<file path="src/rtl/hgc_ram.sv">
// hgc_ram: generic simple dual-port ram, one write and one registered read
// port; no dependencies
module hgc_ram #(
	parameter int WIDTH = 17,
	parameter int DEPTH = 256
) (
	input  logic                     clk,
	input  logic                     we,
	input  logic [$clog2(DEPTH)-1:0] waddr,
	input  logic [WIDTH-1:0]         wdata,
	input  logic                     re,
	input  logic [$clog2(DEPTH)-1:0] raddr,
	output logic [WIDTH-1:0]         rdata
);

	logic [WIDTH-1:0] mem_q [DEPTH];

	always_ff @(posedge clk) begin
		if (we) begin
			mem_q[waddr] <= wdata;
		end
		if (re) begin
			rdata <= mem_q[raddr];
		end
	end

endmodule

</file>
<file path="config.mk">
export PLATFORM = sky130hd
export DESIGN_NAME = hgc_ram
export DESIGN_NICKNAME = d
export VERILOG_FILES = /design/src/rtl/hgc_ram.sv
export SDC_FILE = /design/constraint.sdc
export NUM_CORES = 2
export LEC_CHECK = 0
export BUFFER_PORTS_ARGS = -buffer_cell sky130_fd_sc_hd__buf_2
export CORE_ASPECT_RATIO = 0.7
export CORE_MARGIN = 5
export CORE_UTILIZATION = 35
export CTS_CLUSTER_DIAMETER = 80
export DETAILED_ROUTE_END_ITERATION = 12
export GPL_ROUTABILITY_DRIVEN = 0
export PLACE_DENSITY = 0.51
export SLEW_MARGIN = 20
export SYNTH_ARGS = -nofsm -noshare
export SYNTH_HDL_FRONTEND = slang
export SYNTH_MEMORY_MAX_BITS = 65536
export SYNTH_SLANG_ARGS = --single-unit
export TNS_END_PERCENT = 30
</file>
<file path="constraint.sdc">
create_clock -name clk -period 3.1 [get_ports clk]
set_input_delay 0.465 -clock clk [delete_from_list [all_inputs] [get_ports clk]]
set_output_delay 0.465 -clock clk [all_outputs]
set_load 0.005 [all_outputs]
</file>
==> flow_summary.yaml <==
run_status:
  status: "finished, final reports clean"
power_and_ir_drop:
  leakagePower_uw: 0.0649
  power_density_nw_per_um2: 621
  power_uw: 125000
  ir_drop_mv: 0.493
synth:
  yosysSeqAreaShare_pct: 77.2
  synth_commonest_cells: "edfxtp_1, mux4_2, mux2i_1"
  synth_ff_type: "edfxtp_1"
  syn_inst: 7797
  ys_types: 73
  yosys_warnings: 0
  synth_fp_nets: 7833
  synth_area_leaders: "edfxtp_1, mux4_2, mux2i_1"
  synthArstFlopShare_pct: 0
  syn-mean-instance-area_um2: 21.8
  syn_area_um2: 170000
  synth_edf_count: 4369
  synthMostInstantiatedCell: "edfxtp_1"
  synth_top_area_share_pct: 77.2
  synth_seq_cells: 4369
  synth_largest_area_cell: "edfxtp_1"
worst_hold_path:
  min_path_cells: 1
  min_path_type: "input port to register"
timing:
  fin_skew_ns: 0.0544
  period_needed_ns: 3.07
  min_period_over_period_pct: 98.9
  worst_pin_slew_ns: 1.19
  timing.setup.tns_ns: 0
  hold_viol: 0
  maxSlewHeadroom_pct: 20.6
  rsz0062_at_grt: "no"
  drv_slew: 0
  finalSetupViolations: 0
  max_freq_mhz: 326
floorplan:
  die_h_um: 593
  rows: 214
  fp.dieW_um: 843
  coreArea_um2: 485000
  start_util_pct: 35.1
  die_area_um2: 500000
  io_pins: 53
setup_path:
  r2r_cells: 9
  crit_arrival_ns: 3.85
  crit_chain: "buf_12 > buf_12 > buf_4 > buf_4 > mux2i_1 > o221ai_1 > buf_4 > o22ai_1 > a32o_1 > nor4_4 > nand4b_1 > buf_4 > a311oi_1"
  required_ns: 3.89
  cp-end-kind: "register"
  critPathKind: "input port to register"
  crit_fanout: 14
  cpMaxStageDelayCell: "nor4_4"
  startpoint_type: "input port"
  cp_num_cells: 13
  critPathTopFamily: "buffers and inverters"
  cp.buffers_inverters: 6
  crit_top_cell: "buf_4"
  critical_path.max_stage_delay_ns: 0.52
clocking:
  worstSkewPairLatency_ns: 0.96
  cts_made_buffers: 416
  cts_tree: "built"
  clk_pin_slew_worst_paths_ns: 0.07
  cts_setup_buffers: 0
  cts_max_level: 5
  cts_buffer_depth: 4
  clkSinkCount: 4369
  root_buffer: "clkbuf_16"
placed_design:
  dp_cells: 15100
  io_buffers: 52
  placed_area_um2: 187000
  hpwl_mm: 341
global_routing:
  track_usage_pct: 20.5
  grt_pass1_vias: 86900
  grt_max_degree: 132
  antenna_found_initial: 58
  grt_pass1_wl_mm: 723
  grt_overflow: 0
layout:
  nNetsFinal: 9122
  drive_above_1_share_pct: 32.8
  fin_cells: 15900
  area_delta_synth_final_pct: 18.4
  design_area_um2: 201000
route:
  ant_nets: 0
  drt_wl_total_mm: 524
  dr.pass1.iters: 6
  wl_per_cell_um: 32.9
  drt_iter0_markers: 12400
  drc: 0
  vias: 89000
  vias_per_cell: 5.59
job:
  maxCapViolations: 0
-- kinds of logic after synthesis --
group | count (synthesis) | synth area share [%]
buffers and inverters | 471 | 2.14
and+or+nand+nor | 836 | 2.19
DFF | 4369 | 77.2
AOI/OAI and AO/OA | 649 | 2.70
muxes | 1472 | 15.7
-- per-layer routing --
metal | GRT usage [%] | part of all wire (%) | vias up
li1 | - | - | 35700
met1 | 31.8 | 45 | 48000
met2 | 29.1 | 42 | 4658
met3 | 5.34 | 11 | 675
met4 | 4.33 | 2.4 | 18
met5 | 0 | 0.027 | -
-- cells in the final DEF, fill, tap and decap left out, types with 134 or more instances in the layout --
cell and instances:
mux4_2 897, edfxtp_1 4369, o221ai_1 134, o22ai_1 185, buf_4 1095, nand2_1 215
mux2i_1 509, buf_12 179, nor2_2 199, clkbuf_16 426
-- worst register-to-register path, delay by kind of cell (launching register included) --
family / cells / cell delay [ns]
flops: 1 / 0.33
mux: 1 / 0.06
compound gates: 4 / 0.90
simple gates: 2 / 1.07
buf+inv: 2 / 0.41
-- timing repair --
| action | in CTS | in global routing |
|---|---|---|
| hold buffers | 13 | 0 |
| pin swaps | 0 | 0 |
| endpoints found under the setup margin | 4 | 1 |
| gates resized for setup | 5 | 1 |
| endpoints found under the hold margin | 353 | 0 |
-- path summary, 6_finish.rpt --
kind | to | from | slack, ns
worst min-delay path | mem_q[54][9]$_DFFE_PP_ | wdata[9] | 0.05
worst max register to register | rdata[4]$_DFFE_PP_ | mem_q[115][4]$_DFFE_PP_ | 0.17
worst min register to register | rdata[8]$_DFFE_PP_ | mem_q[172][8]$_DFFE_PP_ | 1.22
worst max-delay path | rdata[14]$_DFFE_PP_ | raddr[0] | 0.03
-- flip-flops by register name (all words and copies together), names as in the netlist --
name	count
rdata	17
mem_q	4352
-- power by group --
part	switching (µW)	total (µW)	internal (µW)	leakage, µW
registers	131	65300	65100	0.0393
logic	4720	7610	2890	0.0189
clock network	22300	52000	29700	0.00669
-- layout make-up --
| cell class | count | area, µm² |
|---|---|---|
| multi-input cells | 2957 | 35700 |
| fillers | 42300 | 283000 |
| diodes | 22 | 55.1 |
| inverters | 5 | 32.5 |
| well taps | 6480 | 8110 |
| flip-flops and latches | 4369 | 131000 |
| clock buffers | 493 | 10900 |
| repair buffers | 1337 | 12400 |
| clock inverters | 267 | 2790 |
-- metrics by stage --
step	hold WS [ns]	utilization, %	setup WS, ns
after floorplan	0.564	-	0.327
after global placement	0.859	38.6	-1.49
after detailed placement	0.862	38.6	-1.51
after CTS	0.0262	41.5	0.117
after global routing	0.0241	41.5	0.00329
final	0.0475	41.5	0.0340
(Power assumes the default switching activity.)
