===== config.mk =====
export PLATFORM = sky130hd
export DESIGN_NAME = hgc_cfg_regs
export DESIGN_NICKNAME = d
export VERILOG_FILES = /design/src/rtl/hgc_pkg.sv /design/src/rtl/hgc_cfg_regs.sv
export SDC_FILE = /design/constraint.sdc
export NUM_CORES = 1
export LEC_CHECK = 0
export BUFFER_PORTS_ARGS = -buffer_cell sky130_fd_sc_hd__buf_2
export CAP_MARGIN = 20
export CORE_MARGIN = 2
export CORE_UTILIZATION = 30
export CTS_CLUSTER_DIAMETER = 200
export CTS_CLUSTER_SIZE = 14
export DETAILED_ROUTE_END_ITERATION = 10
export PLACE_DENSITY = 0.63
export SYNTH_ARGS = -nofsm -noshare
export SYNTH_HDL_FRONTEND = slang
export SYNTH_SLANG_ARGS = --single-unit

===== constraint.sdc =====
create_clock -name clk -period 0.8 [get_ports clk]
set_input_delay 0.08 -clock clk [delete_from_list [all_inputs] [get_ports clk]]
set_output_delay 0.08 -clock clk [all_outputs]
set_load 0.01 [all_outputs]

===== src/rtl/hgc_pkg.sv =====
// hgc_pkg: shared constants, register codes and pipeline types for the
// hdr ghost certainty pixel block; no dependencies
package hgc_pkg;

	localparam int TABLE_DEPTH = 256;
	localparam int TIDX_W      = $clog2(TABLE_DEPTH);

	localparam int PIX_W   = 16;
	localparam int CERT_W  = 17;
	localparam int TI_W    = 8;
	localparam int CFG_I_W = 2;

	localparam int DIV_STEPS = 4;

	localparam logic [CERT_W-1:0] ONE_Q1_16 = 17'h10000;
	localparam logic [PIX_W-1:0]  SAT_Q8_8  = 16'hFF00;

	localparam logic [CFG_I_W-1:0] REG_FIRST_IS_REF = 2'd0;
	localparam logic [CFG_I_W-1:0] REG_RATIO        = 2'd1;
	localparam logic [CFG_I_W-1:0] REG_LOW_THR      = 2'd2;
	localparam logic [CFG_I_W-1:0] REG_HIGH_THR     = 2'd3;

	localparam logic [PIX_W-1:0] RST_RATIO    = 16'd512;
	localparam logic [PIX_W-1:0] RST_LOW_THR  = 16'd768;
	localparam logic [PIX_W-1:0] RST_HIGH_THR = 16'd64768;

	typedef struct packed {
		logic             first_is_reference;
		logic [PIX_W-1:0] exposure_ratio;
		logic [PIX_W-1:0] low_threshold;
		logic [PIX_W-1:0] high_threshold;
	} cfg_t;

	typedef struct packed {
		logic              cmd;
		logic [PIX_W-1:0]  meas;
		logic [23:0]       prod;
		logic              ovf;
		logic [PIX_W-1:0]  rem;
		logic [PIX_W-1:0]  bits;
		logic [PIX_W-1:0]  quo;
		logic              one;
		logic [TI_W-1:0]   tidx;
		logic [CERT_W-1:0] tval;
	} pipe_t;

endpackage


===== src/rtl/hgc_cfg_regs.sv =====
// hgc_cfg_regs: configuration register file written over the cfg request
// channel; depends on hgc_pkg
module hgc_cfg_regs
	import hgc_pkg::*;
(
	input  logic               clk,
	input  logic               arst_n,
	input  logic               cfg_valid,
	output logic               cfg_ready,
	input  logic [CFG_I_W-1:0] cfg_index,
	input  logic [PIX_W-1:0]   cfg_data,
	output cfg_t               cfg
);

	cfg_t cfg_q;

	assign cfg_ready = 1'b1;
	assign cfg       = cfg_q;

	always_ff @(posedge clk or negedge arst_n) begin
		if (!arst_n) begin
			cfg_q.first_is_reference <= 1'b1;
			cfg_q.exposure_ratio     <= RST_RATIO;
			cfg_q.low_threshold      <= RST_LOW_THR;
			cfg_q.high_threshold     <= RST_HIGH_THR;
		end else if (cfg_valid) begin
			unique case (cfg_index)
				REG_FIRST_IS_REF: cfg_q.first_is_reference <= cfg_data[0];
				REG_RATIO:        cfg_q.exposure_ratio     <= cfg_data;
				REG_LOW_THR:      cfg_q.low_threshold      <= cfg_data;
				REG_HIGH_THR:     cfg_q.high_threshold     <= cfg_data;
				default: ;
			endcase
		end
	end

endmodule


==> metrics.md <==
| Metric | Value |
|---|---|
| Average size of a mapped cell | between 15 and 20 sq um |
| Final Non-Filler Cells | 282 |
| RR Startpoint | cfg[34] |
| GP Congestion | 0.647 |
| Reg2reg setup slack | -100 ps |
| Initial DRC Count | 23 |
| # port buffers | 69 |
| Leak pwr | approximately 0.0015 uW |
| Vias/cell | roughly 4.3 |
| Die ar. | between 7000 and 8000 sq um |
| Die X-Extent | roughly 86 um |
| Fillers | 567 |
| Layout cells sized above 1 | approximately 80% |
| Vias | about 1200 |
| Crit-path cells | buf_6 |
| Placed instance area | between 2000 and 3000 sq um |
| RSZ-0062 raised after global routing | yes |
| Kind of critical path | register to output pin |
| Final Cycle Share | 130% |
| Synth area leader | dfrtp_1 |
| Cells after Synth | 107 |
| Mapped Area | 2010 sq um |
| DR DRC count | 0 |
| WP buf/inv | 1 |
| Largest net degree at the start of global routing | 50 |
| Yosys top cell area share | a little under half |
| Family with the most delay on the worst path | flip-flops |
| Worst R2R End | cfg[34] |
| Number of global-route vias before repair | around 1300 |
| Fmax | between 0.9 and 1 GHz |
| Crit Path Max Fanout | 2 |
| Startpoint types | register |
| Synth unique cells | 10 |
| H-tree levels | 2 |
| Largest register FFs | 49 |
| Clock slew at reported path FFs | 100 ps |
| Max-Cap Viols | 0 |
| Min-Delay Path Class | input pin to register |
| Register Area | between 1000 and 1500 sq um |
| Initial antenna violation count | 0 |
| Yosys reg bits | slightly below 50 |
| Row Count | 29 |
| PD cells | 2470 nW/um^2 |
| CTS buffer count | 5 |
| Status | complete, but fails checks |
| Final setup fails | 66 |
| Violated checks | negative setup slack |
| Synth Net Count | 128 |
| Crit path depth | 1 |
| TritonCTS clock tree | built |
| CP max stage cell | dfstp_2 |
| CP Capture Type | output pin |
| Clock root cell | clkbuf_8 |
| Post-layout util | ~46% |
| Final Hold Viols | 0 |
| Final instance area | 2960 sq um |
| Most frequent cells in the layout | buf_2, dfrtp_1, mux2_4 |
| Most common cell after layout, fill and taps aside | buf_2 |
| Max incr delay on CP | between 500 and 600 ps |
| Seq/Total Area, Yosys | between 60 and 70% |
| CP startpoint | cfg[12] |
| Setup Skew | 0 ps |
| Post-route setup slack | -239 ps |
| Initial Utilization | 31.4% |
| WL per Instance | 14.8 um |
| Synth warn | 0 |
| DR pass1 iterations | 2 |
| GRT Overall Usage | between 10% and 20% |
| Routed WL | between 4 and 5 mm |
| Fin. max-slew vios | 0 |
| Synth area leaders | dfrtp_1, mux2_4, dfstp_2, mux2_2, nand3b_4 |
| Antenna Diode Count | 0 |
| Setup crit end | cfg[12] |
| Reg2Reg Depth | 2 |
| ANT nets after route | 0 |
| Gr ovfl total | 0 |
| Post-Place Cells | 256 |
| Pre-CTS setup slack | -244 ps |
| Crit path required time | about 700 ps |
| Core area | roughly 6400 sq um |
| Syn-to-layout area delta | 46.7% |
| Min Tclk post-route | around 1000 ps |
| I/O Pins | slightly above 70 |
| First-pass GRT wire length | 6.86 mm |
| Layout Nets | roughly 230 |
| Max IR drop VDD | 1170 uV |
| Crit path arrival time | roughly 960 ps |
| Clk_lat worst skew | a little under 300 ps |
| Clock sinks | 49 |
| Multi-input gate area | roughly 740 sq um |
| DIE HEIGHT | around 86 um |
| Maximum clock path buffer count | 2 |
synthesized netlist by cell type, drive strengths merged:
master,instances
mux2,49
dfrtp,38
dfstp,11
buf,4
nand3b,2
conb,1
nand3,1
nor3b,1
routing by layer:
| layer | wire (um) | up-vias | global-route usage [%] |
|---|---|---|---|
| met3 | 257 | 4 | 3.37 |
| met4 | 29 | 0 | 3.03 |
| met1 | 2030 | 595 | 17.4 |
| met2 | 1850 | 50 | 17.1 |
| met5 | 0 | - | 0 |
| li1 | - | 570 | - |
repair_timing:
item                                    CTS  global route
setup buffers                            15             2
hold endpoints to repair                 38             0
cloned                                    0             0
endpoints found under the setup margin   49            64
hold buffers                              1             0
resized for setup                        13            18
worst register-to-register path, stage by stage, from the launching register on:
cell and delay, ps:
dfrtp_1 410, buf_4 140, mux2_4 240
worst min-delay path by stage:
| stage | end | slack (ps) | start | cells after the start |
|---|---|---|---|---|
| 6_report | cfg[47] | 30 | cfg_data[15] | 2 |
| 5_1_grt | cfg[27] | 20 | cfg_data[11] | 2 |
| 4_1_cts | cfg[35] | 20 | cfg_data[3] | 2 |
| 3_5_place_dp | cfg[32] | 90 | arst_n | 2 |
| 3_3_place_gp | cfg[0] | 90 | arst_n | 2 |
| 2_1_floorplan | cfg[0] | -220 | arst_n | 0 |
where the power goes:
part,total [uW],switching (uW),internal [uW]
Clock,1830,873,955
Sequential,3330,302,3030
Combinational,2140,755,1390
Total,7300,1930,5370
metrics by stage:
step	setup TNS, ps	power, uW	hold WS, ps
4_1_cts	-8260	7210	19.7
5_1_grt	-10320	7700	21.1
6_report	-7830	7300	32.7
3_3_place_gp	-8840	4930	87.5
3_5_place_dp	-9420	4960	92.8
2_1_floorplan	-739	4200	-216
layout make-up:
type	instances	area share (%)
sequential	49	42.0
clock inverter	3	1.61
timing repair buffer	94	25.9
multi-input combinational	54	24.9
clock buffer	5	2.33
tap	77	3.26
kinds of logic (layout without fill, tap and decap cells):
| family | after synthesis | count (layout) | synth area share [%] |
|---|---|---|---|
| DFF | 49 | 49 | 61.6 |
| muxes | 49 | 49 | 33.0 |
| other | 1 | 1 | 0.186 |
| and+or+nand+nor | 4 | 4 | 3.23 |
| buffers and inverters | 4 | 102 | 2.05 |
Note: power is estimated with default switching activity, not from simulation.
