`config.mk`:
```
export PLATFORM = sky130hd
export DESIGN_NAME = hgc_div_stage
export DESIGN_NICKNAME = d
export VERILOG_FILES = /design/src/rtl/hgc_pkg.sv /design/src/rtl/hgc_div_stage.sv
export SDC_FILE = /design/constraint.sdc
export NUM_CORES = 1
export LEC_CHECK = 0
export ABC_CLOCK_PERIOD_IN_PS = 14700
export BUFFER_PORTS_ARGS = -buffer_cell sky130_fd_sc_hd__buf_4
export CAP_MARGIN = 20
export CORE_UTILIZATION = 35
export DETAILED_ROUTE_END_ITERATION = 8
export PLACE_DENSITY_LB_ADDON = 0.15
export SYNTH_ARGS = -nofsm -noshare
export SYNTH_HDL_FRONTEND = slang
export SYNTH_SLANG_ARGS = --single-unit
```
`constraint.sdc`:
```
create_clock -name clk -period 14.7 [get_ports clk]
set_input_delay 0 -clock clk [delete_from_list [all_inputs] [get_ports clk]]
set_output_delay 0 -clock clk [all_outputs]
set_load 0.1 [all_outputs]
```
`src/rtl/hgc_pkg.sv`:
```
// hgc_pkg: shared constants, register codes and pipeline types for the
// hdr ghost certainty pixel block; no dependencies
package hgc_pkg;

	localparam int TABLE_DEPTH = 256;
	localparam int TIDX_W      = $clog2(TABLE_DEPTH);

	localparam int PIX_W   = 16;
	localparam int CERT_W  = 17;
	localparam int TI_W    = 8;
	localparam int CFG_I_W = 2;

	localparam int DIV_STEPS = 4;

	localparam logic [CERT_W-1:0] ONE_Q1_16 = 17'h10000;
	localparam logic [PIX_W-1:0]  SAT_Q8_8  = 16'hFF00;

	localparam logic [CFG_I_W-1:0] REG_FIRST_IS_REF = 2'd0;
	localparam logic [CFG_I_W-1:0] REG_RATIO        = 2'd1;
	localparam logic [CFG_I_W-1:0] REG_LOW_THR      = 2'd2;
	localparam logic [CFG_I_W-1:0] REG_HIGH_THR     = 2'd3;

	localparam logic [PIX_W-1:0] RST_RATIO    = 16'd512;
	localparam logic [PIX_W-1:0] RST_LOW_THR  = 16'd768;
	localparam logic [PIX_W-1:0] RST_HIGH_THR = 16'd64768;

	typedef struct packed {
		logic             first_is_reference;
		logic [PIX_W-1:0] exposure_ratio;
		logic [PIX_W-1:0] low_threshold;
		logic [PIX_W-1:0] high_threshold;
	} cfg_t;

	typedef struct packed {
		logic              cmd;
		logic [PIX_W-1:0]  meas;
		logic [23:0]       prod;
		logic              ovf;
		logic [PIX_W-1:0]  rem;
		logic [PIX_W-1:0]  bits;
		logic [PIX_W-1:0]  quo;
		logic              one;
		logic [TI_W-1:0]   tidx;
		logic [CERT_W-1:0] tval;
	} pipe_t;

endpackage

```
`src/rtl/hgc_div_stage.sv`:
```
// hgc_div_stage: one registered stage of the restoring divider, several
// quotient bits per stage; depends on hgc_pkg
module hgc_div_stage
	import hgc_pkg::*;
(
	input  logic             clk,
	input  logic             en,
	input  logic [PIX_W-1:0] ratio,
	input  pipe_t            d,
	output pipe_t            q
);

	pipe_t nxt;

	always_comb begin
		logic [PIX_W:0]   t;
		logic [PIX_W-1:0] r;
		logic [PIX_W-1:0] b;
		logic [PIX_W-1:0] qq;
		r  = d.rem;
		b  = d.bits;
		qq = d.quo;
		for (int i = 0; i < DIV_STEPS; i++) begin
			t = {r, b[PIX_W-1]};
			b = {b[PIX_W-2:0], 1'b0};
			if (t >= {1'b0, ratio}) begin
				r  = PIX_W'(t - {1'b0, ratio});
				qq = {qq[PIX_W-2:0], 1'b1};
			end else begin
				r  = t[PIX_W-1:0];
				qq = {qq[PIX_W-2:0], 1'b0};
			end
		end
		nxt      = d;
		nxt.rem  = r;
		nxt.bits = b;
		nxt.quo  = qq;
	end

	always_ff @(posedge clk) begin
		if (en) begin
			q <= nxt;
		end
	end

endmodule

```
==> results of run 1 <==
[layer usage]
layer / global-route usage / share of wire / up-vias
met5: 0 / 0 / -
met4: 0.0750 / 0.026 / 0
li1: - / - / 2917
met3: 0.0390 / 0.060 / 34
met2: 0.359 / 0.50 / 207
met1: 0.219 / 0.41 / 2761
[layout by cell type, fill, tap and decap left out, drive strengths merged, types with 3 or more instances in the layout]
master,n
inv,48
xnor2,29
nor3,9
xor2,20
conb,4
o21a,8
dlygate4sd3,92
o21bai,10
a21o,18
nand3,13
nor2,31
clkinv,3
fa,4
o31ai,4
mux2i,7
mux2,27
a221o,4
and3,3
ha,64
o41ai,5
a21oi,35
a211oi,5
o21ai,34
or3,6
nand2b,4
buf,243
nor2b,6
clkbuf,9
nand2,43
a31oi,5
and2,4
nand4,11
edfxtp,112
[critical path, delay by kind of cell]
kind	cells	cell delay (ps)
and+or+nand+nor	6	1140
muxes	4	1700
adders and majority gates	4	1260
buffers and inverters	6	1040
AOI/OAI and AO/OA	25	7320
[cell type report]
type                            instances  share of cell area
Inverter                               45              0.0164
Timing Repair Buffer                  335               0.266
Clock buffer                            9              0.0218
Antenna cell                            1            0.000242
Clock inverter                          7             0.00606
Multi-Input combinational cell        434               0.332
Sequential cell                       112               0.326
Tap cell                              265              0.0321
[power groups by stage]
stage	logic, uW	registers [uW]	clock network, uW
after global placement	1450	466	0
after global routing	1610	465	253
after CTS	1500	460	242
after floorplan	867	810	0
after detailed placement	1480	467	0
final	1500	460	235
[kinds of logic after synthesis]
kind of cell / after synthesis / share of synthesized area
AO/OA/AOI/OAI: 143 / 0.147
AND/OR/NAND/NOR: 136 / 0.0933
flip-flops: 112 / 0.480
adder cells (fa/ha/maj): 68 / 0.126
buffers and inverters: 55 / 0.0332
XOR/XNOR: 49 / 0.0612
multiplexers: 34 / 0.0594
other: 1 / 0.000535
[worst max-delay path by stage]
stage / start / end / slack [ps] / cells after the start
2_1_floorplan: ratio[1] / q[65]$_DFFE_PP_ / 4430 / 46
3_5_place_dp: ratio[1] / q[61]$_DFFE_PP_ / 1900 / 45
5_1_grt: ratio[1] / q[63]$_DFFE_PP_ / 1450 / 45
3_3_place_gp: ratio[1] / q[59]$_DFFE_PP_ / 2230 / 45
6_report: ratio[1] / q[63]$_DFFE_PP_ / 2290 / 45
4_1_cts: ratio[1] / q[63]$_DFFE_PP_ / 2240 / 45
[through the flow]
stage	std cells	area, um^2
floorplan	601	7020
global placement	1099	9110
detailed placement	1099	9110
CTS	1207	10300
global route	1208	10300
finish	1208	10300
[synthesized netlist by cell type (all sizes together) (5+ instances only)]
cell	count
edfxtp	112
ha	64
inv	45
nand2	43
a21oi	35
o21ai	34
nor2	31
xnor2	29
mux2	27
xor2	20
a21o	18
nand3	13
nand4	11
o21bai	10
nor3	9
buf	8
o21a	8
mux2i	7
nor2b	6
or3	6
a211oi	5
a31oi	5
o41ai	5
==> summary.txt, run 1 <==
Tcrit/Tclk final: 0.844
Largest net degree at the start of global routing: 60
Root Driver: clkbuf_16
LEAKAGE: 0.00450 uW
Site Rows: 51
Fin util: 0.529
Final WS setup: 2290 ps
Vias/cell: 4.90
Port bufs: 241
Flops & latches, synth: 112
Max Clk Rate: 0.0806 GHz
Worst min-delay path class: in -> reg
H-tree depth: 3
Worst-margin pin slew: 880 ps
Sequential cell area: 3360 um^2
CTS tree: yes
Max Cap Viol: 0
Clk pwr share: 0.107
Nets: 1139
WHS Path Cells: 3
VDD IR max: 0.0000869 V
Max FFs per register: 112
Unrepaired setup endpoints after global routing: false
Worst Path Required: 14790 ps
Drt first-iter violations: 188
CTS sink count: 112
Die area: 20600 um^2
Critical path fanouts, max: 27
Crit start category: primary input
TNS Setup: 0 ps
Initial Util: 0.359
Netlist Area Pre-Place: 7010 um^2
Placer Congestion: 0.924
Kind of end point of the critical path: flip-flop
Max Slew Vio Count: 0
Main synth FF type: edfxtp_1
Synth warn: 0
Aggregate global-route resource usage: 0.195
Regs by FF count: q x112
Residual DRC: 0
GRT overflow: 0
Endpoint with the worst hold slack: q[58]$_DFFE_PP_
Psw: 1020 uW
Worst slew margin: 0.413
Setup Buffers After CTS: 0
Cts hold-fix bufs: 92
Initial antenna violation count: 1
Total design power: 2190 uW
Combinational share of power: 0.683
Post-Syn Area per Cell: 11.7 um^2
Largest cells by area after synthesis: edfxtp_1 (48%), ha_1 (11%), xnor2_1 (3.6%)
Setup Viol. Count Final: 0
Pint: 1170 uW
Sequential share of power: 0.210
Core outline area: 19500 um^2
Hold WS: 27.4 ps
Share of post-route cells with drive strength above 1: 0.320
Register area share after synthesis: 0.480
Worst Path Arrival: 12500 ps
Status: complete, no violations
CTS Buf Count: 9
Clock buffer depth: 2
HPWL Detailed: 16.0 mm
I/O pins: 250
Fillers: 1716
Vias in the first global route: 5920
Largest area contributor in the netlist: edfxtp_1
Minimum clock period: 12410 ps
Syn Inst Count: 598
Critical path class: in -> reg
Clock Pin Slew Worst Setup and Hold Paths: 70 ps
Footprint of the multi-input gates: 3430 um^2
Die height: 144 um
Unique masters post-synth: 61
Routed WL: 20.8 mm
Post-synth ARST share: 0
Worst path max stage delay: 790 ps
Resize count post-CTS: 0
Register name with the most flops: q
EDFF count, synth: 112
Hold path startpoint: d[54]
DRT antenna net count: 0
Worst slack, placed: 1900 ps
Vias: 5919
DRT Pass-1 Iters: 5
Synth top area share: 0.480
Final hold vios: 0
P per Cell Area: 212 nW/um^2
Die X: 144 um
Net Sw Frac: 0.465
Critical-path top delay cell: a221oi_2
Syn-to-layout area delta: 47.3%
Wire length of the first global-routing pass: 30.6 mm
Drt wl/cell: 17.2 um
No activity file was read; power rests on OpenSTA's default activity.
==> run 2, diff against run 1 <==
--- a/config.mk
+++ b/config.mk
@@ -5,7 +5,7 @@
 export SDC_FILE = /design/constraint.sdc
 export NUM_CORES = 1
 export LEC_CHECK = 0
-export ABC_CLOCK_PERIOD_IN_PS = 14700
+export ABC_CLOCK_PERIOD_IN_PS = 12390
 export BUFFER_PORTS_ARGS = -buffer_cell sky130_fd_sc_hd__buf_4
 export CAP_MARGIN = 20
 export CORE_UTILIZATION = 35
==> constraint.sdc (replaced) <==
create_clock -name clk -period 12.39 [get_ports clk]
set_input_delay 0 -clock clk [delete_from_list [all_inputs] [get_ports clk]]
set_output_delay 0 -clock clk [all_outputs]
set_load 0.1 [all_outputs]
==> run 2 against run 1 <==
Final cell count is 0.17% higher. Sequential share of layout area shrank 0.091 points. Die area unchanged. Sequential power is 18% higher. Sequential cell count stayed put. Critical path depth decreased by 1. Clock-buffer cell count did not move. Global-route usage shrank 0.25 points. First-iteration DRC count up 45%. Via count increased by 0.51%. Critical path type unchanged. Largest cell class unchanged. Largest power group unchanged.
==> summary.txt, run 2 (synthesis gave the netlist of run 1 again) <==
WHS Path Cells: 3 (unchanged)
Worst Setup SP: ratio[1]
Largest net degree at the start of global routing: 60 (unchanged)
Drt first-iter violations: 273 (+45%)
Clock buffer depth: 2 (unchanged)
Syn-to-layout area delta: 47.7%
Root Driver: clkbuf_16
Tcrit/Tclk final: 0.883
Kind of end point of the critical path: flip-flop
Max FFs per register: 112 (unchanged)
Worst path max stage delay: 560 ps (-230 ps)
VDD IR max: 0.000133 V (+54%)
Setup Viol. Count Final: 0 (unchanged)
Die area: 20600 um^2 (unchanged)
TNS Setup: 0 ps (unchanged)
LEAKAGE: 0.00452 uW (+0.49%)
Vias: 5949 (+0.51%)
DRT Pass-1 Iters: 5 (unchanged)
Max Slew Vio Count: 0 (unchanged)
Setup Buffers After CTS: 0 (unchanged)
Status: complete, no violations
Worst-margin pin slew: 908 ps (+28.3 ps)
I/O pins: 250 (unchanged)
Vias in the first global route: 5839 (-1.4%)
Crit start category: primary input
P per Cell Area: 252 nW/um^2 (+19%)
Routed WL: 20.6 mm (-1.1%)
Worst Path Arrival: 11030 ps (-1470 ps)
Critical Path Sink: q[63]$_DFFE_PP_
Minimum clock period: 10940 ps
Core outline area: 19500 um^2 (unchanged)
Die X: 144 um (unchanged)
Drt wl/cell: 17.0 um (-1.2%)
Fin util: 0.530 (+0.00147)
DRT antenna net count: 0 (unchanged)
Most frequent cells in the layout: buf_4 (246), edfxtp_1 (112), dlygate4sd3_1 (92), ha_1 (64), inv_1 (44)
Critical path fanouts, max: 28 (+3.7%)
Die height: 144 um (unchanged)
Commonest non-fill, non-tap cell in the layout: buf_4
Initial antenna violation count: 0 (-1)
Initial Util: 0.359 (unchanged)
ANT cells: 0 (-1)
GRT overflow: 0 (unchanged)
Worst Path Required: 12480 ps (-2310 ps)
CTS tree: yes
Register name with the most flops: q
Worst slew margin: 0.387 (-0.0268)
CTS sink count: 112 (unchanged)
Port bufs: 241 (unchanged)
Vias/cell: 4.92 (+0.34%)
Final hold vios: 0 (unchanged)
Nets: 1142 (+0.26%)
Placed insts: 1102 (+0.27%)
Max Cap Viol: 0 (unchanged)
Share of post-route cells with drive strength above 1: 0.323 (+0.00322)
Unrepaired setup endpoints after global routing: false
Hold path startpoint: d[54]
HPWL Detailed: 15.8 mm (-1.6%)
Critical-path top delay cell: o21ai_0
Aggregate global-route resource usage: 0.192 (-0.00250)
Critical path class: in -> reg
Clock Pin Slew Worst Setup and Hold Paths: 80 ps (about the same)
Placer Congestion: 0.923 (about the same)
Max Clk Rate: 0.0914 GHz
Post-Layout Cell Count: 1210 (+0.17%)
Regs by FF count: q x112
Residual DRC: 0 (unchanged)
Wire length of the first global-routing pass: 30.2 mm (-1.4%)
Site Rows: 51 (unchanged)
H-tree depth: 3 (unchanged)
Worst min-delay path class: in -> reg
CTS Buf Count: 9 (unchanged)
[run 2: per-layer routing]
metal | track usage | up-vias | routed length (um)
li1 | - | 2912 | -
met3 | 0.0330 | 14 | 1130
met2 | 0.361 | 183 | 10600
met4 | 0.0431 | 0 | 242
met5 | 0 | - | 0
met1 | 0.226 | 2840 | 8630
[run 2: metrics by stage]
| stage | power, uW | cell area (um^2) | hold slack (ps) | worst slack (ps) |
|---|---|---|---|---|
| 2_1_floorplan | 1990 | 7020 | 98.9 | 2120 |
| 3_3_place_gp | 2280 | 9140 | 179 | 1270 |
| 3_5_place_dp | 2310 | 9140 | 179 | 1090 |
| 4_1_cts | 2620 | 10400 | 6.35 | 1430 |
| 5_1_grt | 2780 | 10400 | 20.4 | 683 |
| 6_report | 2610 | 10400 | 23.1 | 1450 |
[run 2: where the power goes]
part / switching (uW) / internal (uW) / leakage (uW)
registers: 16.8 / 529 / 0.00110
logic: 1050 / 729 / 0.00328
clock network: 138 / 143 / 0.000145
total: 1210 / 1400 / 0.00452
[run 2: worst min path at each step]
stage / endpoint / slack (ps)
floorplan: q[0]$_DFFE_PP_ / 100
global placement: q[40]$_DFFE_PP_ / 180
detailed placement: q[99]$_DFFE_PP_ / 180
CTS: q[58]$_DFFE_PP_ / 6
global route: q[58]$_DFFE_PP_ / 20
finish: q[58]$_DFFE_PP_ / 20
[run 2: layout make-up]
type                       count  area [um^2]
timing repair buffer         338         2770
fill                        1707         9170
clock inverter                 7         71.3
inverter                      45          169
multi-input combinational    434         3430
sequential                   112         3360
tap                          265          332
clock buffer                   9          225
[run 2: worst max-delay path: cells and delay by family]
kind	cells	cell delay [ps]
compound gates	26	6170
mux	4	1350
fa+ha+maj	4	1340
buf+inv	6	1320
simple gates	4	780
[run 2: what timing repair did]
| item | in CTS | in global routing |
|---|---|---|
| resized for setup | 0 | 0 |
| hold buffers | 92 | 0 |
| endpoints found under the hold margin | 92 | 0 |
==> run 3, diff against run 2 <==
--- a/config.mk
+++ b/config.mk
@@ -5,6 +5,7 @@
 export SDC_FILE = /design/constraint.sdc
 export NUM_CORES = 1
 export LEC_CHECK = 0
+export ABC_AREA = 1
 export ABC_CLOCK_PERIOD_IN_PS = 12390
 export BUFFER_PORTS_ARGS = -buffer_cell sky130_fd_sc_hd__buf_4
 export CAP_MARGIN = 20
==> run 3 against run 2 <==
Setup slack better by 2900 ps. Cell area up 2.1%. Clock power up 2%. Global-route usage up 0.29 points. Non-clock buffer count down 4. Via count up 8.3%. Critical path type unchanged. Sequential cell count unchanged. Sequential share of layout area down 0.65 points.
==> summary.txt, run 3 <==
H-tree depth: 3 (unchanged)
Status: complete, no violations
Share of post-route cells with drive strength above 1: 0.271 (-0.0515)
Cts hold-fix bufs: 92 (unchanged)
CTS sink count: 112 (unchanged)
Most repeated cell in the gate-level netlist after synthesis: nand2_1
Max FFs per register: 112 (unchanged)
Worst slew margin: 0.494 (+0.107)
Vias/cell: 4.64 (-5.5%)
Worst min-delay path class: in -> reg
Site Rows: 52 (+2.0%)
Register name with the most flops: q
Post-Syn Area per Cell: 9.37 um^2 (-20%)
Largest cells by area after synthesis: edfxtp_1 (46%), ha_1 (11%), nand2_1 (10%)
Proportion of synthesized area in mux cells: 0 (-0.0594)
Drt wl/cell: 15.0 um (-12%)
Max Slew Vio Count: 0 (unchanged)
Critical path fanouts, max: 31 (+11%)
Post-Synth Adder-Cell Area: 0.121 (-0.00487)
Clock buffer depth: 2 (unchanged)
Kind of end point of the critical path: flip-flop
Main synth FF type: edfxtp_1
Flops & latches, synth: 112 (unchanged)
Drt first-iter violations: 385 (+41%)
Syn-to-layout area delta: 44.9%
Post-synthesis simple-gate area fraction: 0.200 (+0.107)
DRT antenna net count: 0 (unchanged)
Placer Congestion: 0.867 (-6.0%)
Vias in the first global route: 6154 (+5.4%)
Root Driver: clkbuf_16
Crit start category: primary input
EDFF count, synth: 112 (unchanged)
Worst slack, placed: 3920 ps (+2830 ps)
Commonest non-fill, non-tap cell in the layout: buf_4
Port bufs: 241 (unchanged)
Final WS setup: 4330 ps (+2870 ps)
Tcrit/Tclk final: 0.651 (-0.232)
Resize count post-CTS: 0 (unchanged)
P per Cell Area: 250 nW/um^2 (-1.0%)
Net Sw Frac: 0.523 (+0.0595)
Largest net degree at the start of global routing: 62 (+3.3%)
VDD IR max: 0.000109 V (-18%)
Clk pwr share: 0.108 (about the same)
Minimum clock period: 8060 ps (-2870 ps)
Regs by FF count: q x112
Largest family of logic cells by synthesized area: simple AND/OR/NAND/NOR gates
HPWL Detailed: 16.3 mm (+3.4%)
Setup Viol. Count Final: 0 (unchanged)
Max Clk Rate: 0.124 GHz (+36%)
Synth warn: 0 (unchanged)
Most frequent cells in the layout: buf_4 (242), nand2_1 (200), edfxtp_1 (112), dlygate4sd3_1 (92), inv_1 (73)
Syn Inst Count: 778 (+30%)
WHS Path Cells: 3 (unchanged)
Die height: 146 um (+2.0%)
Post-Synth XOR/XNOR Area: 0.0624 (+0.00123)
Initial antenna violation count: 0 (unchanged)
Die X: 146 um (+2.0%)
Endpoint with the worst hold slack: q[58]$_DFFE_PP_
Synth top area share: 0.461 (-0.0186)
Core outline area: 20300 um^2 (+4.0%)
Nets: 1314 (+15%)
I/O pins: 250 (unchanged)
Register area share after synthesis: 0.461 (-0.0186)
Setup Buffers After CTS: 0 (unchanged)
ANT cells: 0 (unchanged)
Post-synth top cells: nand2_1 (200), edfxtp_1 (112), inv_1 (73)
Psw: 1380 uW (+14%)
Final hold vios: 0 (unchanged)
Die area: 21400 um^2 (+4.0%)
Crit path top cell by count: nand2_1
CTS Buf Count: 9 (unchanged)
Unique masters post-synth: 43 (-30%)
Routed WL: 20.8 mm (+1.0%)
Aggregate global-route resource usage: 0.195 (+0.00294)
Sequential share of power: 0.207 (-0.002)
Pint: 1260 uW (-10%)
Vias: 6441 (+8.3%)
Initial Util: 0.359 (about the same)
Synth Area in Compound Gates: 0.0990 (-0.0479)
Worst-margin pin slew: 759 ps (-149 ps)
CTS tree: yes
Worst Path Arrival: 8150 ps (-2880 ps)
Netlist Area Pre-Place: 7290 um^2 (+4.0%)
Wire length of the first global-routing pass: 32.5 mm (+7.6%)
TNS Setup: 0 ps (unchanged)
Clock Pin Slew Worst Setup and Hold Paths: 80 ps (about the same)
Residual DRC: 0 (unchanged)
Max Cap Viol: 0 (unchanged)
Unrepaired setup endpoints after global routing: false
Hold path startpoint: d[54]
Post-synth ARST share: 0 (unchanged)
Worst path max stage delay: 570 ps (about the same)
DRT Pass-1 Iters: 5 (unchanged)
LEAKAGE: 0.00497 uW (+9.8%)
Critical-path top delay cell: o21ai_0
GRT overflow: 0 (unchanged)
Combinational share of power: 0.684 (about the same)
Largest area contributor in the netlist: edfxtp_1
Critical path class: in -> reg
Worst Path Required: 12480 ps (about the same)
[run 3: cell count changes after synthesis, moves of 7 or more]
cell,change
o21ai_0,-7
nand3_1,+13
nand2_1,+157
a21o_1,-8
nand2_2,+23
mux2_4,-8
o21ai_1,+10
inv_1,+29
a21oi_1,+25
mux2_2,-19
o21bai_1,-8
[run 3: routing by layer]
metal / share of wire / up-vias / wire, um / GRT usage
met4: 0.024 / 0 / 504 / 0.0672
li1: - / 3327 / - / -
met3: 0.054 / 26 / 1120 / 0.0325
met2: 0.47 / 222 / 9770 / 0.332
met1: 0.45 / 2866 / 9390 / 0.251
met5: 0 / - / 0 / 0
[run 3: critical path, delay by kind of cell]
family | cells | cell delay (ps)
AO/OA/AOI/OAI | 12 | 2890
adder cells (fa/ha/maj) | 4 | 1300
buffers and inverters | 6 | 1060
AND/OR/NAND/NOR | 22 | 2850
[run 3: power by group through the flow]
stage / clock network (uW) / logic, uW / registers [uW]
after floorplan: 0 / 1050 / 965
after global placement: 0 / 1770 / 553
after detailed placement: 0 / 1780 / 556
after CTS: 295 / 1810 / 547
after global routing: 309 / 1990 / 552
final: 286 / 1800 / 547
[run 3: layout make-up]
cell class	count	area, um^2
clock inverters	7	73.8
flip-flops and latches	112	3360
well taps	270	338
repair buffers	334	2740
clock buffers	9	225
inverters	79	297
fillers	1861	9730
multi-input cells	576	3530
[run 3: metrics by stage]
step | util | hold slack [ps] | instance area, um^2 | std cells | total power (uW)
after floorplan | - | 98.9 | 7300 | 781 | 2020
after global placement | 0.460 | 178 | 9350 | 1279 | 2320
after detailed placement | 0.460 | 179 | 9350 | 1279 | 2340
after CTS | 0.521 | 59.8 | 10600 | 1387 | 2650
after global routing | 0.521 | 72.1 | 10600 | 1387 | 2850
final | 0.521 | 53.0 | 10600 | 1387 | 2640
[run 3: worst max-delay path by stage]
stage / startpoint / end / slack [ps] / cells past startpoint
after detailed placement: ratio[12] / q[73]$_DFFE_PP_ / 3920 / 42
after global routing: ratio[4] / q[73]$_DFFE_PP_ / 3410 / 44
after global placement: ratio[4] / q[73]$_DFFE_PP_ / 3940 / 42
final: ratio[4] / q[73]$_DFFE_PP_ / 4330 / 44
after floorplan: ratio[7] / q[65]$_DFFE_PP_ / 5910 / 48
after CTS: ratio[12] / q[73]$_DFFE_PP_ / 4270 / 41
[run 3: cells by family (layout without fill, tap and decap cells)]
kind of cell    after synthesis  in the layout
xor+xnor                     52             52
flops                       112            112
compound gates              129            129
buf+inv                      93            429
simple gates                323            323
other cells                   1              4
fa+ha+maj                    68             68
